===== config.mk =====
export PLATFORM = sky130hd
export DESIGN_NAME = mgs_front
export DESIGN_NICKNAME = d
export VERILOG_FILES = /design/src/hw/rtl/mgs_pkg.sv /design/src/hw/rtl/mgs_front.sv
export SDC_FILE = /design/constraint.sdc
export NUM_CORES = 1
export LEC_CHECK = 0
export ABC_AREA = 1
export BUFFER_PORTS_ARGS = -buffer_cell sky130_fd_sc_hd__buf_2
export CAP_MARGIN = 15
export CORE_MARGIN = 2
export CORE_UTILIZATION = 50
export CTS_BUF_LIST = sky130_fd_sc_hd__clkbuf_8
export CTS_CLUSTER_SIZE = 25
export DETAILED_ROUTE_END_ITERATION = 8
export PLACE_DENSITY = 0.78
export SYNTH_ARGS = -nofsm -noshare
export SYNTH_HDL_FRONTEND = slang
export SYNTH_SLANG_ARGS = --single-unit

===== constraint.sdc =====
create_clock -name clk -period 1.9 [get_ports clk]
set_clock_uncertainty 0.2 [all_clocks]
set_input_delay 0.475 -clock clk [delete_from_list [all_inputs] [get_ports clk]]
set_output_delay 0.475 -clock clk [all_outputs]
set_load 0.03 [all_outputs]

===== src/hw/rtl/mgs_pkg.sv =====
// shared types and constants for the masked grid smoother
`timescale 1ns / 1ps
package mgs_pkg;
	localparam int MAX_COLUMNS_DEF = 256;
	localparam int MAX_PASSES_DEF = 4;
	localparam int SAMPLE_BITS_DEF = 16;
	localparam int EDGE_W = 4096;
	localparam int DIAG_W = 2896;
	localparam int TOT_BITS = 20;
	localparam int QUEUE_DEPTH = 4;

	typedef enum logic [2:0] {
		REG_COLUMNS = 3'd0,
		REG_ROWS = 3'd1,
		REG_WEIGHT = 3'd2,
		REG_PASSES = 3'd3,
		REG_MISSING = 3'd4
	} reg_index_t;

	typedef enum logic [1:0] {
		ST_RUN,
		ST_READ,
		ST_CALC,
		ST_DIV
	} stage_state_t;

	typedef struct packed {
		logic [8:0] columns;
		logic [15:0] rows;
		logic [15:0] weight;
		logic [2:0] passes;
	} geom_t;
endpackage


===== src/hw/rtl/mgs_front.sv =====
// input front end: config registers, token classification and token queue
`timescale 1ns / 1ps
module mgs_front #(
	parameter int MAX_COLUMNS = mgs_pkg::MAX_COLUMNS_DEF,
	parameter int MAX_PASSES = mgs_pkg::MAX_PASSES_DEF,
	parameter int SAMPLE_BITS = mgs_pkg::SAMPLE_BITS_DEF
) (
	input logic clk,
	input logic arst_n,
	input logic cfg_valid,
	output logic cfg_ready,
	input logic [2:0] cfg_index,
	input logic [15:0] cfg_data,
	input logic in_valid,
	output logic in_ready,
	input logic cmd,
	input logic signed [SAMPLE_BITS-1:0] sample,
	output mgs_pkg::geom_t geom,
	output logic signed [SAMPLE_BITS-1:0] missing,
	output logic clear,
	output logic tok_valid,
	input logic tok_ready,
	output logic tok_has,
	output logic signed [SAMPLE_BITS-1:0] tok_value
);
	import mgs_pkg::*;
	localparam int QW = $clog2(QUEUE_DEPTH);
	geom_t geom_q;
	logic signed [SAMPLE_BITS-1:0] missing_q;
	logic clear_q;
	logic [SAMPLE_BITS:0] q_mem [QUEUE_DEPTH];
	logic [QW-1:0] wr_q, rd_q;
	logic [QW:0] cnt_q;
	logic push, pop;
	logic [8:0] col_sat;
	logic [2:0] pass_sat;

	assign cfg_ready = 1'b1;
	assign in_ready = cnt_q != (QW+1)'(QUEUE_DEPTH) && !clear_q;
	assign push = in_valid && in_ready;
	assign pop = tok_valid && tok_ready;
	assign tok_valid = cnt_q != '0;
	assign tok_has = q_mem[rd_q][SAMPLE_BITS];
	assign tok_value = q_mem[rd_q][SAMPLE_BITS-1:0];
	assign geom = geom_q;
	assign missing = missing_q;
	assign clear = clear_q;
	assign col_sat = (cfg_data[8:0] < 9'd2) ? 9'd2 :
		(32'(cfg_data[8:0]) > MAX_COLUMNS) ? 9'(MAX_COLUMNS) : cfg_data[8:0];
	assign pass_sat = (32'(cfg_data[2:0]) > MAX_PASSES) ? 3'(MAX_PASSES) : cfg_data[2:0];

	always_ff @(posedge clk or negedge arst_n) begin
		if (!arst_n) begin
			geom_q.columns <= 9'(MAX_COLUMNS > 256 ? 256 : MAX_COLUMNS);
			geom_q.rows <= 16'd256;
			geom_q.weight <= 16'd4096;
			geom_q.passes <= 3'(MAX_PASSES > 1 ? 1 : MAX_PASSES);
			missing_q <= {1'b1, {(SAMPLE_BITS-1){1'b0}}};
			clear_q <= 1'b0;
		end else begin
			clear_q <= 1'b0;
			if (cfg_valid) begin
				case (cfg_index)
					REG_COLUMNS: begin
						geom_q.columns <= col_sat;
						clear_q <= 1'b1;
					end
					REG_ROWS: begin
						geom_q.rows <= (cfg_data < 16'd2) ? 16'd2 : cfg_data;
						clear_q <= 1'b1;
					end
					REG_WEIGHT: geom_q.weight <= cfg_data;
					REG_PASSES: begin
						geom_q.passes <= pass_sat;
						clear_q <= 1'b1;
					end
					REG_MISSING: missing_q <= SAMPLE_BITS'($signed(cfg_data));
					default: ;
				endcase
			end
		end
	end

	always_ff @(posedge clk or negedge arst_n) begin
		if (!arst_n) begin
			wr_q <= '0;
			rd_q <= '0;
			cnt_q <= '0;
		end else if (clear_q) begin
			wr_q <= '0;
			rd_q <= '0;
			cnt_q <= '0;
		end else begin
			if (push) wr_q <= wr_q + 1'b1;
			if (pop) rd_q <= rd_q + 1'b1;
			cnt_q <= cnt_q + (QW+1)'(push) - (QW+1)'(pop);
		end
	end

	always_ff @(posedge clk) begin
		if (push) q_mem[wr_q] <= {~cmd, sample};
	end

	ast_cnt: assert property (@(posedge clk) disable iff (!arst_n)
		cnt_q <= (QW+1)'(QUEUE_DEPTH)) else $error("queue overflow");
	ast_full: assert property (@(posedge clk) disable iff (!arst_n)
		cnt_q == (QW+1)'(QUEUE_DEPTH) |-> !in_ready) else $error("accept while full");
	ast_pop: assert property (@(posedge clk) disable iff (!arst_n)
		cnt_q == '0 |-> !tok_valid) else $error("pop while empty");
endmodule


==> flow_summary.ini, run 1 <==
[outcome]
outcome = finished, violations left
violations = negative setup slack

[die]
die_y_microns = 108.4
io_pins = 122
core_sq_um = 10750
die_area_sq_um = 11740
die_w_microns = 108.4
rows = 38
initial_core_util_pct = 50.68

[power_and_ir_drop]
power.density_nw_per_um2 = 1491
switchingPower_mw = 4.298
p_comb_share_pct = 44.7
p_total_mw = 11.14
swShare_pct = 38.59
ir_drop_v = 0.0009216
p_leak_nw = 3.306
clock_power_share_pct = 19.9
p_int_mw = 6.842
seq_power_share_pct = 35.4

[cells_and_area]
fillers = 759
nets = 677
fin_util_pct = 69.52
finalInstanceArea_sq_um = 7470
final_common_cell = buf_2
fin_cells = 783
area_delta_synth_final_pct = 37.18
drive_above_1_share_pct = 44.39
mostFrequentLayoutCells = buf_2, nand2_1, edfxtp_1

[logic_synthesis]
ys_warn_count = 0
syn_inst = 472
netlist_area_sq_um = 5445
synth-seq-area-share_pct = 68.86
yosysTopAreaCellShare_pct = 37.50
avgSynthCellArea_sq_um = 11.54
synth_top_area_cell = edfxtp_1
synth-seq-cells = 136
synth_fp_nets = 520
synth_area_leaders = edfxtp_1, dfrtp_1, nand2_1
yosysUniqueCellTypes = 32

[place]
hpwl_mm = 7.899
port_buffers = 120
place_congestion = 0.8063
place_inst = 736
placed_area_sq_um = 6496
post-place-ws_ns = -0.1077

[setup_path]
critPathBufInv = 3
crit_path_cell_trace = inv_4, buf_12, o21ai_1, o22ai_4, buf_6
crit_arrival_ns = 1.61
reg2reg_to = cnt_q[1]$_DFF_PN0_
cp-end-kind = primary output
startpoint_type = register
cp_slowest_cell = dfrtp_2
critPathRequiredTime_ns = 1.22
critical-path-top-delay-family = flip-flops
worst_path_largest_cell_delay_ns = 0.42
r2r_start = cnt_q[1]$_DFF_PN0_
crit_type = reg2out
reg2regPathDepth = 10
reg2reg_slack_ns = -0.10
cp_max_fo = 17

[clocking]
cts.sinks = 136
clock_latency_ns = 0.42
h-tree-depth = 4
cts_buffers = 17
cts_buffer_depth = 2
clk_pin_slew_ns = 0.07
cts-root-buf = clkbuf_8
cts_tree = built

[global_route]
grt_pass1_vias = 4048
grt_max_degree = 33
use_met1_pct = 27.21
grt_overflow = 0
busiest_layer = met2
grt_pass1_wl_mm = 20.23
grtUsageMet2_pct = 38.90
met3_usage_pct = 8.318
antenna_found_initial = 1
grtUsageTotal_pct = 23.08

[detailed_routing]
drc = 0
drt-total-wl_mm = 13.33
firstDrtPassIters = 5
viasPerCell = 5.189
wl_per_cell_microns = 17.02
first_iter_violations = 250
vias = 4063
ant_nets = 0

[sta]
setup_tns_ns = -6.159
fin_crit_sh_pct = 120.5
rsz0062_at_grt = true
setup_viol = 21
fin_hold_ws_ns = 0.07157
setup_ws_ns = -0.3894
hold_violations = 0
period_minus_slack_ns = 2.289
fmax_mhz = 436.8
report.final.slew_viol_count = 0

[hold_path]
hold_depth = 1
hold_path_startpoint = sample[15]
hold_class = in2reg
whs_endpoint = q_mem[3][15]$_DFFE_PP_

[flow_run]
max_cap_violations = 0
Yosys cell counts:
library cell,number
nand2_1,85
edfxtp_1,68
dfrtp_1,63
nor2_1,52
o21ai_1,45
o21ai_0,38
inv_1,32
o22ai_1,17
nand3_1,8
buf_2,7
buf_6,7
ha_1,6
o21ai_2,6
dfstp_2,5
inv_2,4
nor2_2,4
buf_4,3
clkbuf_1,3
a31oi_1,2
nand2_2,2
nand2_4,2
nand3_2,2
xor2_1,2
a21oi_1,1
clkbuf_2,1
conb_1,1
fa_1,1
nand3_4,1
nor2_4,1
nor2_8,1
o21a_1,1
xnor2_1,1
logic make-up (layout without fill, tap and decap cells):
| family | after synthesis | in the layout | synth area share, % |
|---|---|---|---|
| flip-flops | 136 | 136 | 68.86 |
| adder cells (fa/ha/maj) | 7 | 7 | 1.746 |
| buffers and inverters | 57 | 227 | 5.285 |
| AND/OR/NAND/NOR | 158 | 158 | 12.55 |
| XOR/XNOR | 3 | 3 | 0.4826 |
| other | 1 | 2 | 0.06887 |
| AO/OA/AOI/OAI | 110 | 110 | 11.01 |
worst max-delay path by stage:
stage	startpoint	endpoint	slack (ns)	depth (start not counted)
final	rd_q[0]$_DFFE_PN0P_	tok_value[6]	-0.39	5
after global routing	rd_q[0]$_DFFE_PN0P_	tok_value[6]	-0.46	5
after CTS	rd_q[0]$_DFFE_PN0P_	tok_value[3]	-0.36	5
after detailed placement	in_valid	cnt_q[1]$_DFF_PN0_	-0.11	8
after global placement	in_valid	cnt_q[1]$_DFF_PN0_	-0.08	8
after floorplan	clear$_DFF_PN0_	q_mem[0][0]$_DFFE_PP_	-0.24	3
routing by layer:
metal / up-vias / routed length, microns
met2: 141 / 6881
met4: 0 / 202
met1: 1993 / 5356
li1: 1913 / -
met3: 16 / 889
met5: - / 0
sequential cells by signal, indices dropped and copies added, names as in the netlist:
signal	cells
geom	44
wr_q	2
rd_q	2
missing	16
clear	1
q_mem	68
cnt_q	3
power by group through the flow:
stage	registers (mW)	clock network, mW	logic (mW)
after floorplan	4.40	0	1.97
after global placement	3.91	0	3.58
after detailed placement	3.93	0	3.67
after CTS	3.92	2.23	4.59
after global routing	4.00	2.39	5.29
final	3.95	2.21	4.98
repair_timing:
| item | 4_1_cts | 5_1_grt |
|---|---|---|
| pin swaps | 7 | 14 |
| gates cloned | 3 | 3 |
| gates resized for setup | 106 | 25 |
| hold buffers | 1 | 0 |
| endpoints found under the hold margin | 13 | 0 |
| buffers inserted | 5 | 2 |
| endpoints found under the setup margin | 21 | 21 |
layout make-up:
type                    count  area (sq um)  share of cell area, %
well taps                 140         175.2                  2.345
clock buffers              20         275.3                  3.685
clock inverters            12         101.3                  1.357
diodes                      1         2.502                0.03350
repair buffers            159          1251                  16.75
multi-input cells         279          1774                  23.75
inverters                  36         137.6                  1.843
flip-flops and latches    136          3752                  50.23
(Power assumes the default switching activity.)
==> run 2, diff against run 1 <==
==> constraint.sdc (replaced) <==
create_clock -name clk -period 2 [get_ports clk]
set_clock_uncertainty 0.2 [all_clocks]
set_input_delay 0.5 -clock clk [delete_from_list [all_inputs] [get_ports clk]]
set_output_delay 0.5 -clock clk [all_outputs]
set_load 0.03 [all_outputs]
==> flow_summary.ini, run 2 (same netlist as run 1, synthesis figures left out) <==
[outcome]
outcome = finished, violations left
violations = negative setup slack

[clocking]
clk_pin_slew_ns = 0.07
cts.sinks = 136
cts-root-buf = clkbuf_8
cts_buffer_depth = 2
cts_tree = built
cts_buffers = 17
h-tree-depth = 4
clock_latency_ns = 0.42

[detailed_routing]
vias = 3961
first_iter_violations = 195
wl_per_cell_microns = 15.51
firstDrtPassIters = 4
drt-total-wl_mm = 11.93
drc = 0
viasPerCell = 5.151
ant_nets = 0

[cells_and_area]
area_delta_synth_final_pct = 33.30
mostFrequentLayoutCells = buf_2, nand2_1, edfxtp_1
largest_reg_flops = 68
fillers = 810
drive_above_1_share_pct = 41.34
diodes = 0
final_common_cell = buf_2
nets = 664
top_register = q_mem
fin_util_pct = 67.55
finalInstanceArea_sq_um = 7258
fin_cells = 769

[global_route]
grtUsageTotal_pct = 21.30
grt_pass1_vias = 3991
grt_overflow = 0
antenna_found_initial = 0
grt_max_degree = 69
grt_pass1_wl_mm = 18.86

[die]
core_sq_um = 10750
die_y_microns = 108.4
die_area_sq_um = 11740
io_pins = 122
rows = 38
die_w_microns = 108.4
initial_core_util_pct = 50.68

[setup_path]
crit_type = reg2out
startpoint_type = register
cp_max_fo = 10
cp-end-kind = primary output
critPathRequiredTime_ns = 1.30
crit_arrival_ns = 1.55

[sta]
hold_violations = 0
period_minus_slack_ns = 2.246
setup_ws_ns = -0.2463
fmax_mhz = 445.2
fin_crit_sh_pct = 112.3
rsz0062_at_grt = true
report.final.slew_viol_count = 0
setup_viol = 18

[hold_path]
hold_class = in2reg

[place]
place_inst = 734
port_buffers = 120
place_congestion = 0.8302
placed_area_sq_um = 6494
hpwl_mm = 7.912

[power_and_ir_drop]
power.density_nw_per_um2 = 1421
p_leak_nw = 3.240
ir_drop_v = 0.0008643

[flow_run]
max_cap_violations = 0
-- run 2: worst max-delay path, cell delays in order, from the launching register on --
cell       delay [ns]
dfrtp_2          0.43
clkinv_4         0.12
clkbuf_16        0.19
o21ai_1          0.15
o22ai_2          0.09
buf_6            0.14
-- run 2: layout make-up --
| type | instances | area [sq um] | share of cell area [%] |
|---|---|---|---|
| Clock buffer | 17 | 234.0 | 3.224 |
| Clock inverter | 15 | 185.2 | 2.551 |
| Tap cell | 140 | 175.2 | 2.413 |
| Timing Repair Buffer | 146 | 1087 | 14.98 |
| Multi-Input combinational cell | 279 | 1683 | 23.19 |
| Sequential cell | 136 | 3754 | 51.72 |
| Inverter | 36 | 140.1 | 1.931 |
-- run 2: final timing paths --
| path | from | to | slack [ns] | cells past startpoint |
|---|---|---|---|---|
| setup / recovery | rd_q[0]$_DFFE_PN0P_ | tok_value[2] | -0.25 | 5 |
| min in group asynchronous | arst_n | missing[10]$_DFFE_PN0P_ | 0.42 | 3 |
| hold reg to reg | missing[0]$_DFFE_PN0P_ | missing[0]$_DFFE_PN0P_ | 0.29 | 2 |
| max in group asynchronous | arst_n | geom[0]$_DFFE_PN1P_ | 0.84 | 3 |
| hold / removal | sample[15] | q_mem[0][15]$_DFFE_PP_ | 0.09 | 1 |
| setup reg to reg | cnt_q[1]$_DFF_PN0_ | cnt_q[1]$_DFF_PN0_ | -0.02 | 10 |
-- run 2: what timing repair did --
action,CTS,global route
resized for setup,64,53
hold endpoints to repair,63,0
buffers inserted,0,1
pin swaps,1,3
setup endpoints to repair,19,19
hold buffers,1,0
cloned,0,2
-- run 2: metrics by stage --
step | setup TNS [ns] | worst slack (ns) | hold WS, ns | total power, mW
after floorplan | -9.750 | -0.1407 | 0.004409 | 6.047
after global placement | 0 | 0.0006476 | 0.2594 | 7.124
after detailed placement | -0.04066 | -0.04066 | 0.2671 | 7.244
after CTS | -4.214 | -0.2751 | 0.05788 | 10.00
after global routing | -5.349 | -0.3170 | 0.05503 | 10.85
final | -3.828 | -0.2463 | 0.09021 | 10.31
-- run 2: per-layer routing --
layer / up-vias / GRT usage (%) / routed length, microns
met5: - / 0 / 0
met4: 0 / 7.875 / 233
met3: 20 / 8.439 / 923
met2: 138 / 35.62 / 5918
met1: 1914 / 24.92 / 4854
li1: 1889 / - / -
-- run 2: power by group --
part | total, mW | internal (mW) | leakage, nW | switching, mW
clock network | 2.35 | 1.34 | 0.209 | 1.01
logic | 4.21 | 1.67 | 1.57 | 2.55
registers | 3.75 | 3.48 | 1.46 | 0.267
